**src/sv/clkpm_pkg.sv**
```systemverilog
// Package for the clock and power manager register block.
// Holds register slots, transfer kinds, error codes, reset values and the sequencer states.
// Depends on nothing; every other file of the block uses it.
`default_nettype none

package clkpm_pkg;

   // Register file geometry.
   localparam int RegCount     = 6;
   localparam int SlotWidth    = 3;
   localparam int DataWidth    = 32;
   localparam int OffsetWidth  = 20;
   localparam int FinWidth     = 26;
   localparam int RateWidth    = 34;
   localparam int ProdWidth    = 35;
   localparam int DivisorWidth = 10;
   localparam int CountWidth   = 6;

   // Reset values of the input clock frequency register and of the derived rates.
   localparam logic [FinWidth-1:0]  InputClockReset = 26'd12000000;
   localparam logic [RateWidth-1:0] RateReset       = 34'd12000000;

   // Register slots.
   localparam logic [SlotWidth-1:0] SlotLocktime = 3'd0;
   localparam logic [SlotWidth-1:0] SlotMpllcon  = 3'd1;
   localparam logic [SlotWidth-1:0] SlotUpllcon  = 3'd2;
   localparam logic [SlotWidth-1:0] SlotClkcon   = 3'd3;
   localparam logic [SlotWidth-1:0] SlotClkslow  = 3'd4;
   localparam logic [SlotWidth-1:0] SlotClkdivn  = 3'd5;

   // Kinds of request transfer.
   typedef enum logic [1:0] {
      KIND_READ    = 2'd0,
      KIND_WRITE   = 2'd1,
      KIND_RESET   = 2'd2,
      KIND_REFRESH = 2'd3
   } kind_type;

   // Error codes reported with each response.
   typedef enum logic [2:0] {
      ERR_OK          = 3'd0,
      ERR_BAD_OFFSET  = 3'd1,
      ERR_UNMODELED   = 3'd2,
      ERR_MPLL_OFF    = 3'd3,
      ERR_UCLK_OFF    = 3'd4,
      ERR_IDLE_POWER  = 3'd5,
      ERR_SPECIAL     = 3'd6,
      ERR_GATES       = 3'd7
   } err_type;

   // Sequencer states.
   typedef enum logic [2:0] {
      ST_IDLE,
      ST_LOAD,
      ST_DIV,
      ST_RATES,
      ST_REPLY
   } state_type;

   // Register bit fields and masks.
   localparam logic [DataWidth-1:0] ClkconGateMask = 32'h0007_FEF0;
   localparam int SlowModeBit   = 4;
   localparam int SlowMpllOff   = 5;
   localparam int SlowUclkOn    = 7;
   localparam int ClkconSpecial = 0;
   localparam int ClkconIdle    = 2;
   localparam int ClkconPwrOff  = 3;
   localparam int ClkconPwm     = 8;

   // Reset value of each register slot.
   function automatic logic [DataWidth-1:0] reg_reset(input logic [SlotWidth-1:0] slot);
      logic [DataWidth-1:0] val;
      unique case (slot)
         SlotLocktime: val = 32'h00FF_FFFF;
         SlotMpllcon:  val = 32'h0005_C080;
         SlotUpllcon:  val = 32'h0002_8080;
         SlotClkcon:   val = 32'h0007_FFF0;
         SlotClkslow:  val = 32'h0000_0004;
         default:      val = 32'h0000_0000;
      endcase
      return val;
   endfunction

endpackage

`default_nettype wire

```
**src/sv/clkpm_channels.sv**
```systemverilog
// Handshake channels of the clock and power manager: request, response and configuration.
// Each carries valid, ready and its payload; depends on clkpm_pkg for field widths.
`default_nettype none

interface clkpm_req_if;
   logic                                valid;
   logic                                ready;
   logic [1:0]                          kind;
   logic [clkpm_pkg::OffsetWidth-1:0]   byte_offset;
   logic [clkpm_pkg::DataWidth-1:0]     write_data;
   logic [1:0]                          bus_mode_bits;

   modport source (output valid, kind, byte_offset, write_data, bus_mode_bits, input ready);
   modport sink   (input valid, kind, byte_offset, write_data, bus_mode_bits, output ready);
endinterface

interface clkpm_rsp_if;
   logic                              valid;
   logic                              ready;
   logic [clkpm_pkg::DataWidth-1:0]   read_data;
   logic [clkpm_pkg::RateWidth-1:0]   fast_clock_hz;
   logic [clkpm_pkg::RateWidth-1:0]   bus_clock_hz;
   logic [clkpm_pkg::RateWidth-1:0]   periph_clock_hz;
   logic [clkpm_pkg::RateWidth-1:0]   core_clock_hz;
   logic                              pwm_clock_on;
   logic [2:0]                        error_code;
   logic                              rates_changed;
   logic                              idle_request;
   logic                              sleep_request;

   modport source (output valid, read_data, fast_clock_hz, bus_clock_hz, periph_clock_hz,
                   core_clock_hz, pwm_clock_on, error_code, rates_changed, idle_request,
                   sleep_request, input ready);
   modport sink   (input valid, read_data, fast_clock_hz, bus_clock_hz, periph_clock_hz,
                   core_clock_hz, pwm_clock_on, error_code, rates_changed, idle_request,
                   sleep_request, output ready);
endinterface

interface clkpm_csr_if;
   logic                             valid;
   logic                             ready;
   logic [clkpm_pkg::FinWidth-1:0]   input_clock_hz;

   modport source (output valid, input_clock_hz, input ready);
   modport sink   (input valid, input_clock_hz, output ready);
endinterface

`default_nettype wire

```
**src/sv/clock_power_manager_registers_core.sv**
```systemverilog
// Clock and power manager register block: six registers, derived FCLK/HCLK/PCLK rates.
// A retuning transfer passes through the load state, the shared restoring divider (one
// quotient bit per cycle over a 35-bit dividend) and the rate state before it replies;
// reads, plain writes and rejected writes go straight to the reply state.
// A new request waits until the last response is loaded; a stalled output delays that.
// Synchronous active-high reset restores register and rate reset values and empties the output.
`default_nettype none

module clock_power_manager_registers_core (
   input  wire logic  clock,
   input  wire logic  reset,
   clkpm_req_if.sink  req_ch,
   clkpm_rsp_if.source rsp_ch,
   clkpm_csr_if.sink  csr_ch
);
   import clkpm_pkg::*;

   // Architectural state.
   logic [DataWidth-1:0]    regs_ff [RegCount];
   logic [DataWidth-1:0]    regs_in [RegCount];
   logic                    pll_set_ff, pll_set_in;
   logic [FinWidth-1:0]     fin_ff;
   logic [RateWidth-1:0]    fclk_ff, fclk_in;
   logic [RateWidth-1:0]    hclk_ff, hclk_in;
   logic [RateWidth-1:0]    pclk_ff, pclk_in;

   // Sequencer and per-transfer results.
   state_type               state_ff, state_in;
   logic [DataWidth-1:0]    rd_ff, rd_in;
   err_type                 err_ff, err_in;
   logic                    chg_ff, chg_in;
   logic                    idle_ff, idle_in;
   logic                    sleep_ff, sleep_in;
   logic [1:0]              mode_ff, mode_in;

   // Shared divider.
   logic [ProdWidth-1:0]    quo_ff, quo_in;
   logic [DivisorWidth-1:0] rem_ff, rem_in;
   logic [DivisorWidth-1:0] dvs_ff, dvs_in;
   logic [CountWidth-1:0]   cnt_ff, cnt_in;

   // Response output register.
   logic                    rsp_valid_ff, rsp_valid_in;
   logic [DataWidth-1:0]    o_rd_ff, o_rd_in;
   logic [RateWidth-1:0]    o_fclk_ff, o_fclk_in;
   logic [RateWidth-1:0]    o_hclk_ff, o_hclk_in;
   logic [RateWidth-1:0]    o_pclk_ff, o_pclk_in;
   logic [RateWidth-1:0]    o_core_ff, o_core_in;
   logic                    o_pwm_ff, o_pwm_in;
   err_type                 o_err_ff, o_err_in;
   logic                    o_chg_ff, o_chg_in;
   logic                    o_idle_ff, o_idle_in;
   logic                    o_sleep_ff, o_sleep_in;

   // Request decode.
   logic                    accept;
   logic                    off_ok;
   logic [SlotWidth-1:0]    slot;
   logic [DataWidth-1:0]    wdata;
   logic                    out_free;

   // Derivation operands.
   logic [DataWidth-1:0]    mpll, slow, divn;
   logic [8:0]              pll_m;
   logic [6:0]              pll_p;
   logic [ProdWidth-1:0]    product;
   logic [DivisorWidth:0]   rem_shift;
   logic                    rem_ge;
   logic [RateWidth-1:0]    quot;

   assign accept = req_ch.valid && req_ch.ready;
   assign off_ok = (req_ch.byte_offset[1:0] == 2'b00)
                && (req_ch.byte_offset[OffsetWidth-1:2] < (OffsetWidth-2)'(RegCount));
   assign slot   = req_ch.byte_offset[SlotWidth+1:2];
   assign wdata  = req_ch.write_data;
   assign out_free = !rsp_valid_ff || rsp_ch.ready;

   assign req_ch.ready = (state_ff == ST_IDLE);
   assign csr_ch.ready = 1'b1;

   // Operands of the fast clock derivation; the product is registered into the divider.
   assign mpll    = regs_ff[SlotMpllcon];
   assign slow    = regs_ff[SlotClkslow];
   assign divn    = regs_ff[SlotClkdivn];
   assign pll_m   = {1'b0, mpll[19:12]} + 9'd8;
   assign pll_p   = {1'b0, mpll[9:4]} + 7'd2;
   assign product = ProdWidth'(pll_m) * ProdWidth'(fin_ff);

   // One restoring division step.
   assign rem_shift = {rem_ff, quo_ff[ProdWidth-1]};
   assign rem_ge    = (rem_shift >= {1'b0, dvs_ff});
   assign quot      = quo_ff[RateWidth-1:0];

   // Sequencer, register file update and response assembly.
   always_comb begin
      state_in     = state_ff;
      regs_in      = regs_ff;
      pll_set_in   = pll_set_ff;
      fclk_in      = fclk_ff;
      hclk_in      = hclk_ff;
      pclk_in      = pclk_ff;
      rd_in        = rd_ff;
      err_in       = err_ff;
      chg_in       = chg_ff;
      idle_in      = idle_ff;
      sleep_in     = sleep_ff;
      mode_in      = mode_ff;
      quo_in       = quo_ff;
      rem_in       = rem_ff;
      dvs_in       = dvs_ff;
      cnt_in       = cnt_ff;
      rsp_valid_in = rsp_valid_ff && !rsp_ch.ready;
      o_rd_in      = o_rd_ff;
      o_fclk_in    = o_fclk_ff;
      o_hclk_in    = o_hclk_ff;
      o_pclk_in    = o_pclk_ff;
      o_core_in    = o_core_ff;
      o_pwm_in     = o_pwm_ff;
      o_err_in     = o_err_ff;
      o_chg_in     = o_chg_ff;
      o_idle_in    = o_idle_ff;
      o_sleep_in   = o_sleep_ff;

      unique case (state_ff)
         ST_IDLE: begin
            if (accept) begin
               rd_in    = '0;
               err_in   = ERR_OK;
               chg_in   = 1'b0;
               idle_in  = 1'b0;
               sleep_in = 1'b0;
               mode_in  = req_ch.bus_mode_bits;
               state_in = ST_REPLY;
               unique case (kind_type'(req_ch.kind))
                  KIND_READ: begin
                     if (!off_ok) begin
                        err_in = ERR_BAD_OFFSET;
                     end else begin
                        rd_in = regs_ff[slot];
                        if (slot == SlotLocktime || slot == SlotUpllcon) begin
                           err_in = ERR_UNMODELED;
                        end
                     end
                  end
                  KIND_WRITE: begin
                     if (!off_ok) begin
                        err_in = ERR_BAD_OFFSET;
                     end else begin
                        regs_in[slot] = wdata;
                        priority if (slot == SlotMpllcon) begin
                           pll_set_in = 1'b1;
                           chg_in     = 1'b1;
                           state_in   = ST_LOAD;
                        end else if (slot == SlotClkslow) begin
                           priority if (wdata[SlowMpllOff]) begin
                              err_in = ERR_MPLL_OFF;
                           end else if (wdata[SlowUclkOn]) begin
                              err_in = ERR_UCLK_OFF;
                           end else begin
                              chg_in   = 1'b1;
                              state_in = ST_LOAD;
                           end
                        end else if (slot == SlotClkdivn) begin
                           chg_in   = 1'b1;
                           state_in = ST_LOAD;
                        end else if (slot == SlotClkcon) begin
                           priority if (wdata[ClkconIdle] && wdata[ClkconPwrOff]) begin
                              err_in = ERR_IDLE_POWER;
                           end else if (wdata[ClkconSpecial]) begin
                              err_in = ERR_SPECIAL;
                           end else if ((~wdata & ClkconGateMask) != '0) begin
                              err_in = ERR_GATES;
                           end else begin
                              chg_in   = 1'b1;
                              sleep_in = wdata[ClkconPwrOff];
                              idle_in  = !wdata[ClkconPwrOff] && wdata[ClkconIdle];
                           end
                        end else begin
                           // Lock time and USB PLL writes are only stored.
                           err_in = ERR_OK;
                        end
                     end
                  end
                  KIND_RESET: begin
                     for (int i = 0; i < RegCount; i++) begin
                        regs_in[i] = reg_reset(SlotWidth'(i));
                     end
                     pll_set_in = 1'b0;
                     state_in   = ST_LOAD;
                  end
                  KIND_REFRESH: begin
                     chg_in   = 1'b1;
                     state_in = ST_LOAD;
                  end
                  default: state_in = ST_REPLY;
               endcase
            end
         end

         // Select dividend and divisor for the fast clock.
         ST_LOAD: begin
            rem_in = '0;
            cnt_in = '0;
            priority if (slow[SlowModeBit] && slow[2:0] != 3'd0) begin
               quo_in = ProdWidth'(fin_ff);
               dvs_in = {6'd0, slow[2:0], 1'b0};
            end else if (!slow[SlowModeBit] && pll_set_ff) begin
               quo_in = product;
               dvs_in = DivisorWidth'({3'd0, pll_p} << mpll[1:0]);
            end else begin
               quo_in = ProdWidth'(fin_ff);
               dvs_in = DivisorWidth'(1);
            end
            state_in = ST_DIV;
         end

         // Shared divider: one quotient bit per cycle.
         ST_DIV: begin
            rem_in = rem_ge ? DivisorWidth'(rem_shift - {1'b0, dvs_ff})
                            : rem_shift[DivisorWidth-1:0];
            quo_in = {quo_ff[ProdWidth-2:0], rem_ge};
            cnt_in = cnt_ff + 1'b1;
            if (cnt_ff == CountWidth'(ProdWidth-1)) begin
               state_in = ST_RATES;
            end
         end

         // Bus and peripheral clocks follow from the divider bits.
         ST_RATES: begin
            fclk_in = quot;
            if (divn[2]) begin
               hclk_in = quot >> 2;
               pclk_in = quot >> 2;
            end else begin
               hclk_in = divn[1] ? (quot >> 1) : quot;
               pclk_in = divn[0] ? (hclk_in >> 1) : hclk_in;
            end
            state_in = ST_REPLY;
         end

         // Load the response register once it is free.
         ST_REPLY: begin
            if (out_free) begin
               rsp_valid_in = 1'b1;
               o_rd_in      = rd_ff;
               o_fclk_in    = fclk_ff;
               o_hclk_in    = hclk_ff;
               o_pclk_in    = pclk_ff;
               o_core_in    = (mode_ff == 2'b00) ? hclk_ff : fclk_ff;
               o_pwm_in     = regs_ff[SlotClkcon][ClkconPwm];
               o_err_in     = err_ff;
               o_chg_in     = chg_ff;
               o_idle_in    = idle_ff;
               o_sleep_in   = sleep_ff;
               state_in     = ST_IDLE;
            end
         end

         default: state_in = ST_IDLE;
      endcase
   end

   // State register of the sequencer.
   always_ff @(posedge clock) begin
      if (reset) begin
         state_ff <= ST_IDLE;
      end else begin
         state_ff <= state_in;
      end
   end

   // Control and architectural registers.
   always_ff @(posedge clock) begin
      if (reset) begin
         for (int i = 0; i < RegCount; i++) begin
            regs_ff[i] <= reg_reset(SlotWidth'(i));
         end
         pll_set_ff   <= 1'b0;
         fin_ff       <= InputClockReset;
         fclk_ff      <= RateReset;
         hclk_ff      <= RateReset;
         pclk_ff      <= RateReset;
         rsp_valid_ff <= 1'b0;
      end else begin
         regs_ff      <= regs_in;
         pll_set_ff   <= pll_set_in;
         fclk_ff      <= fclk_in;
         hclk_ff      <= hclk_in;
         pclk_ff      <= pclk_in;
         rsp_valid_ff <= rsp_valid_in;
         if (csr_ch.valid && csr_ch.ready) begin
            fin_ff <= csr_ch.input_clock_hz;
         end
      end
   end

   // Payload registers.
   always_ff @(posedge clock) begin
      rd_ff      <= rd_in;
      err_ff     <= err_in;
      chg_ff     <= chg_in;
      idle_ff    <= idle_in;
      sleep_ff   <= sleep_in;
      mode_ff    <= mode_in;
      quo_ff     <= quo_in;
      rem_ff     <= rem_in;
      dvs_ff     <= dvs_in;
      cnt_ff     <= cnt_in;
      o_rd_ff    <= o_rd_in;
      o_fclk_ff  <= o_fclk_in;
      o_hclk_ff  <= o_hclk_in;
      o_pclk_ff  <= o_pclk_in;
      o_core_ff  <= o_core_in;
      o_pwm_ff   <= o_pwm_in;
      o_err_ff   <= o_err_in;
      o_chg_ff   <= o_chg_in;
      o_idle_ff  <= o_idle_in;
      o_sleep_ff <= o_sleep_in;
   end

   // Response channel.
   assign rsp_ch.valid           = rsp_valid_ff;
   assign rsp_ch.read_data       = o_rd_ff;
   assign rsp_ch.fast_clock_hz   = o_fclk_ff;
   assign rsp_ch.bus_clock_hz    = o_hclk_ff;
   assign rsp_ch.periph_clock_hz = o_pclk_ff;
   assign rsp_ch.core_clock_hz   = o_core_ff;
   assign rsp_ch.pwm_clock_on    = o_pwm_ff;
   assign rsp_ch.error_code      = o_err_ff;
   assign rsp_ch.rates_changed   = o_chg_ff;
   assign rsp_ch.idle_request    = o_idle_ff;
   assign rsp_ch.sleep_request   = o_sleep_ff;

`ifndef ASSERT_OFF
   // An accepted transfer always moves the sequencer out of idle.
   a_accept_busy: assert property (@(posedge clock) disable iff (reset)
      accept |=> state_ff != ST_IDLE)
      else $error("sequencer stayed idle after an accepted transfer");

   // The divider never runs with a zero divisor.
   a_divisor_nonzero: assert property (@(posedge clock) disable iff (reset)
      state_ff == ST_DIV |-> dvs_ff != '0)
      else $error("divider running with zero divisor");

   // A flagged error never comes with a notification or a request.
   a_err_quiet: assert property (@(posedge clock) disable iff (reset)
      rsp_valid_ff && o_err_ff != ERR_OK |-> !o_chg_ff && !o_idle_ff && !o_sleep_ff)
      else $error("error response carries a side action");

   // Idle and sleep requests exclude each other.
   a_idle_sleep: assert property (@(posedge clock) disable iff (reset)
      rsp_valid_ff |-> !(o_idle_ff && o_sleep_ff))
      else $error("idle and sleep requested together");
`endif

endmodule

`default_nettype wire
```
**src/flat_wrapper.sv**
```systemverilog
// flat-port wrapper written by rule: the top's interface ports become plain ports
module clock_power_manager_registers_core_flat import clkpm_pkg::*;
  (clock, reset, req_ch_valid, req_ch_kind, req_ch_byte_offset, req_ch_write_data, req_ch_bus_mode_bits, req_ch_ready, rsp_ch_valid, rsp_ch_read_data, rsp_ch_fast_clock_hz, rsp_ch_bus_clock_hz, rsp_ch_periph_clock_hz, rsp_ch_core_clock_hz, rsp_ch_pwm_clock_on, rsp_ch_error_code, rsp_ch_rates_changed, rsp_ch_idle_request, rsp_ch_sleep_request, rsp_ch_ready, csr_ch_valid, csr_ch_input_clock_hz, csr_ch_ready);
  clkpm_req_if req_ch_i ();
  clkpm_rsp_if rsp_ch_i ();
  clkpm_csr_if csr_ch_i ();
  input  wire logic clock;
  input  wire logic reset;
  input wire logic [$bits(req_ch_i.valid)-1:0] req_ch_valid;
  input wire logic [$bits(req_ch_i.kind)-1:0] req_ch_kind;
  input wire logic [$bits(req_ch_i.byte_offset)-1:0] req_ch_byte_offset;
  input wire logic [$bits(req_ch_i.write_data)-1:0] req_ch_write_data;
  input wire logic [$bits(req_ch_i.bus_mode_bits)-1:0] req_ch_bus_mode_bits;
  output wire logic [$bits(req_ch_i.ready)-1:0] req_ch_ready;
  output wire logic [$bits(rsp_ch_i.valid)-1:0] rsp_ch_valid;
  output wire logic [$bits(rsp_ch_i.read_data)-1:0] rsp_ch_read_data;
  output wire logic [$bits(rsp_ch_i.fast_clock_hz)-1:0] rsp_ch_fast_clock_hz;
  output wire logic [$bits(rsp_ch_i.bus_clock_hz)-1:0] rsp_ch_bus_clock_hz;
  output wire logic [$bits(rsp_ch_i.periph_clock_hz)-1:0] rsp_ch_periph_clock_hz;
  output wire logic [$bits(rsp_ch_i.core_clock_hz)-1:0] rsp_ch_core_clock_hz;
  output wire logic [$bits(rsp_ch_i.pwm_clock_on)-1:0] rsp_ch_pwm_clock_on;
  output wire logic [$bits(rsp_ch_i.error_code)-1:0] rsp_ch_error_code;
  output wire logic [$bits(rsp_ch_i.rates_changed)-1:0] rsp_ch_rates_changed;
  output wire logic [$bits(rsp_ch_i.idle_request)-1:0] rsp_ch_idle_request;
  output wire logic [$bits(rsp_ch_i.sleep_request)-1:0] rsp_ch_sleep_request;
  input wire logic [$bits(rsp_ch_i.ready)-1:0] rsp_ch_ready;
  input wire logic [$bits(csr_ch_i.valid)-1:0] csr_ch_valid;
  input wire logic [$bits(csr_ch_i.input_clock_hz)-1:0] csr_ch_input_clock_hz;
  output wire logic [$bits(csr_ch_i.ready)-1:0] csr_ch_ready;
  assign req_ch_i.valid = req_ch_valid;
  assign req_ch_i.kind = req_ch_kind;
  assign req_ch_i.byte_offset = req_ch_byte_offset;
  assign req_ch_i.write_data = req_ch_write_data;
  assign req_ch_i.bus_mode_bits = req_ch_bus_mode_bits;
  assign req_ch_ready = req_ch_i.ready;
  assign rsp_ch_valid = rsp_ch_i.valid;
  assign rsp_ch_read_data = rsp_ch_i.read_data;
  assign rsp_ch_fast_clock_hz = rsp_ch_i.fast_clock_hz;
  assign rsp_ch_bus_clock_hz = rsp_ch_i.bus_clock_hz;
  assign rsp_ch_periph_clock_hz = rsp_ch_i.periph_clock_hz;
  assign rsp_ch_core_clock_hz = rsp_ch_i.core_clock_hz;
  assign rsp_ch_pwm_clock_on = rsp_ch_i.pwm_clock_on;
  assign rsp_ch_error_code = rsp_ch_i.error_code;
  assign rsp_ch_rates_changed = rsp_ch_i.rates_changed;
  assign rsp_ch_idle_request = rsp_ch_i.idle_request;
  assign rsp_ch_sleep_request = rsp_ch_i.sleep_request;
  assign rsp_ch_i.ready = rsp_ch_ready;
  assign csr_ch_i.valid = csr_ch_valid;
  assign csr_ch_i.input_clock_hz = csr_ch_input_clock_hz;
  assign csr_ch_ready = csr_ch_i.ready;
  clock_power_manager_registers_core u_core (.clock(clock), .reset(reset), .req_ch(req_ch_i), .rsp_ch(rsp_ch_i), .csr_ch(csr_ch_i));
endmodule
```
**config.mk**
```make
export PLATFORM = sky130hd
export DESIGN_NAME = clock_power_manager_registers_core_flat
export DESIGN_NICKNAME = d
export VERILOG_FILES = /design/src/sv/clkpm_pkg.sv /design/src/sv/clkpm_channels.sv /design/src/sv/clock_power_manager_registers_core.sv /design/src/flat_wrapper.sv
export SDC_FILE = /design/constraint.sdc
export NUM_CORES = 2
export LEC_CHECK = 0
export BUFFER_PORTS_ARGS = -buffer_cell sky130_fd_sc_hd__buf_2
export CELL_PAD_IN_SITES_DETAIL_PLACEMENT = 1
export CELL_PAD_IN_SITES_GLOBAL_PLACEMENT = 1
export CORE_MARGIN = 3
export CORE_UTILIZATION = 53
export CTS_BUF_LIST = sky130_fd_sc_hd__clkbuf_8
export DETAILED_ROUTE_END_ITERATION = 6
export PLACE_DENSITY_LB_ADDON = 0.1
export SLEW_MARGIN = 20
export SYNTH_ARGS = -nofsm -noshare
export SYNTH_HDL_FRONTEND = slang
export SYNTH_SLANG_ARGS = --single-unit
```
**constraint.sdc**
```tcl
create_clock -name clock -period 26 [get_ports clock]
set_clock_uncertainty 0.05 [all_clocks]
set_input_delay 2.6 -clock clock [delete_from_list [all_inputs] [get_ports clock]]
set_output_delay 2.6 -clock clock [all_outputs]
set_load 0.02 [all_outputs]
```
==> summary.md <==
| Metric | Value |
|---|---|
| Area grow syn2layout | 11.39% |
| Post-synth top flop | dfxtp_1 |
| Die X | 252.6 µm |
| Setup Fix Bufs, Post-CTS | 0 |
| Largest net degree at the start of global routing | 165 |
| EDFF count, synth | 276 |
| Row cnt | 89 |
| Clk buf depth | 3 |
| Layout cells sized above 1 | 16.99% |
| Clock Latency Late Sink | 0.70 ns |
| DRT Wirelength | 93.84 mm |
| PostCTS Resize Cnt | 0 |
| Clock tree from TritonCTS | built |
| Starting DRT DRC Count | 1,854 |
| Logic pwr share | 24.0% |
| Crit-path cells | ha_1 -> xor2_1 -> buf_4 -> and2_1 -> fa_1 -> fa_1 -> fa_1 -> inv_1 -> fa_1 -> inv_1 -> ha_1 -> and2_1 -> and3_1 -> o211ai_1 -> a31o_2 -> o21ai_0 -> a2111oi_0 -> xor2_1 -> o21ai_0 |
| DR pass1 iterations | 5 |
| Global route total overflow | 0 |
| Wirelength per Cell | 22.57 µm |
| Worst slew margin | 24.01% |
| Most used cell, CP | fa_1 |
| Area share of the largest cell type after synthesis | 25.71% |
| CP required | 26.37 ns |
| Inst Count DP | 3,967 |
| Int Pwr | 0.001630 W |
| Setup TNS | 0 ns |
| Seq. cell area | 0.01480 mm² |
| CP Depth | 19 |
| Least-Margin Pin Slew | 1.137 ns |
| Outcome | finished clean |
| Gr usage total | 29.33% |
| Initial antenna violation count | 6 |
| Filler cells | 6,489 |
| FMAX | 160.4 MHz |
| Syn Area/Cell | 10.34 µm² |
| CTS Hold Bufs | 0 |
| NetSw | 0.0007893 W |
| Total chip power | 0.002419 W |
| Worst hold path type | reg2reg |
| Place WS | 19.76 ns |
| Drt via density | 5.935 |
| Seq pwr share | 43.9% |
| Worst path buffer plus inverter count | 3 |
| Worst setup SP type | register |
| R2R Setup Slk | 19.76 ns |
| Multi-input gate area | 0.01582 mm² |
| CP endpoint | u_core.quo_ff[27] |
| CTS Sinks | 601 |
| CP peak stage delay | 0.55 ns |
| Sequential fraction of the synthesis area | 45.90% |
| Setup CP Type | reg2reg |
| Minimum clock period | 6.236 ns |
| Vias in the first global route | 26,560 |
| I/O pin count | 265 |
| Critical Path Fanout Max | 20 |
| Total of warnings raised by yosys | 0 |
| Worst reg2reg path endpoint | u_core.quo_ff[27] |
| Lkg Pwr | 14.40 nW |
| Num CTS Buffers | 99 |
| Power per cell area | 67.37 mW/mm² |
| GP Congestion | 0.8591 |
| Final worst slack | 19.76 ns |
| Final Hold Fails | 0 |
| Final net count | 3,625 |
| Setup violators final | 0 |
| Yosys cell types | 70 |
| Hold_sp | u_core.err_ff[0] |
| CP Capture Type | register |
| R2r worst-path depth | 19 |
| Buffers on Ports | 263 |
| Die ar. | 0.06381 mm² |
| Die Height | 252.6 µm |
| Worst setup path startpoint | u_core.mpll[16] |
| CTS root buf | clkbuf_8 |
| Most common cell in the netlist | nor2_1 |
| Mapped Nets | 3,448 |
| Routed vias | 24,670 |
| CTS clk-pin slew, worst paths | 0.07 ns |
| Post-DP HPWL | 64.19 mm |
| #FFs+latches synth | 601 |
| Max Cap Viol | 0 |
| Switching Fraction | 32.63% |
| CP arrival | 6.61 ns |
| Synth area leader | edfxtp_1 |
| Cell Area, Synth | 0.03223 mm² |
| Core ar. | 0.05958 mm² |
| Synth area leaders | edfxtp_1 (26%), dfxtp_1 (20%), fa_1 (11%) |
| Slowest CP cell | a2111oi_0 |
| VDD IR max | 0.04202 mV |
| Mapped Cells | 3,118 |
| Clock power frac | 32.1% |
| Period Utilization, post-route | 23.98% |
| Asr flop ratio synth | 0% |
| RR Startpoint | u_core.mpll[16] |
| Top cells by count, synth | nor2_1 (436), dfxtp_1 (325), edfxtp_1 (276), nand2_1 (272), inv_1 (223) |
| H-tree depth | 3 |
| Max-slew violations | 0 |
| Non-Filler Instances | 4,157 |
| DRC viols | 0 |
| Routed Antenna Nets | 0 |
| Initial Util | 54.10% |
| First-pass GRT wire length | 148.5 mm |
| Crit-path leading delay family | adder cells |
| RSZ-0062 raised after global routing | no |
| Finished Core Util | 60.26% |
metrics by stage:
stage / area, µm² / hold slack, ns
after CTS: 35890 / 0.3518
final: 35900 / 0.3539
after global routing: 35900 / 0.3721
after floorplan: 32230 / 0.3503
after global placement: 34030 / 0.3523
after detailed placement: 34030 / 0.3552
layout make-up:
type	count	share of cell area, %
multi-input combinational	2069	44.07
sequential	601	41.22
timing repair buffer	298	4.433
clock buffer	110	4.217
tap	773	2.694
inverter	226	2.363
clock inverter	75	0.9653
antenna	5	0.03485
flip-flops by register name, summed over array words and instances, names as in the netlist, 2 cells and up:
register and count:
u_core.quo_ff 35, u_core.mode_ff 2, u_core.rsp_ch.core_clock_hz 34, u_core.state_ff 3, u_core.err_ff 3, u_core.rd_ff 32, u_core.rem_ff 10, u_core.rsp_ch.bus_clock_hz 34
u_core.mpll 32, u_core.regs_ff 96, u_core.rsp_ch.periph_clock_hz 34, u_core.rsp_ch.fast_clock_hz 34, u_core.fclk_ff 34, u_core.cnt_ff 6, u_core.pclk_ff 34, u_core.hclk_ff 34
u_core.dvs_ff 10, u_core.rsp_ch.read_data 32, u_core.fin_ff 26, u_core.rsp_ch.error_code 3, u_core.slow 32, u_core.divn 32
worst register-to-register path, stage by stage (launching register included):
cell	delay [ns]
dfxtp_1	0.38
ha_1	0.21
xor2_1	0.44
buf_4	0.33
and2_1	0.21
fa_1	0.48
fa_1	0.53
fa_1	0.54
inv_1	0.05
fa_1	0.54
inv_1	0.05
ha_1	0.36
and2_1	0.22
and3_1	0.22
o211ai_1	0.14
a31o_2	0.25
o21ai_0	0.16
a2111oi_0	0.55
xor2_1	0.18
o21ai_0	0.09
worst min path at each step:
stage | to | depth (start not counted) | slack, ns
floorplan | u_core.rsp_ch.error_code[0] | 0 | 0.35
global placement | u_core.rsp_ch.read_data[11] | 0 | 0.35
detailed placement | u_core.rsp_ch.read_data[8] | 0 | 0.36
CTS | u_core.rsp_ch.error_code[0] | 0 | 0.35
global route | u_core.rsp_ch.read_data[23] | 0 | 0.37
finish | u_core.rsp_ch.error_code[0] | 0 | 0.35
layer usage:
metal	wire [µm]	share of wire [%]	global-route usage, %	up-vias
met5	0	0	0	-
met4	2247	2.4	8.767	0
met3	4828	5.1	3.890	158
met2	45350	48	49.44	697
met1	41410	44	39.84	12730
li1	-	-	-	11090
layout by cell type (no fill, tap or decap), drive strengths merged, types with 23 or more instances in the layout:
cell type / n
mux2i: 93
and2: 122
mux2: 97
mux4: 32
nand2: 272
clkbuf: 110
nor2: 437
inv: 288
buf: 298
fa: 170
a22oi: 176
a21oi: 134
nor3: 24
o211ai: 29
nor2b: 48
a211o: 71
o21ai: 76
dfxtp: 325
edfxtp: 276
xor2: 23
ha: 73
power by group through the flow:
stage	Clock [W]	Sequential, W	Combinational (W)
after global placement	0	0.00108	0.000545
after detailed placement	0	0.00108	0.000572
after global routing	0.000836	0.00107	0.000645
final	0.000775	0.00106	0.000581
after floorplan	0	0.00109	0.000391
after CTS	0.000793	0.00106	0.000577
cells by family (layout without fill, tap and decap cells):
kind of cell | after synthesis | in the layout | share of synthesized area, %
multiplexers | 222 | 222 | 8.513
flip-flops | 601 | 601 | 45.90
adder cells (fa/ha/maj) | 243 | 243 | 13.39
XOR/XNOR | 42 | 42 | 1.141
AND/OR/NAND/NOR | 999 | 999 | 13.93
AO/OA/AOI/OAI | 562 | 562 | 11.82
other | 1 | 6 | 0.01163
buffers and inverters | 448 | 709 | 5.295
Power figures use the tool's default switching activity.
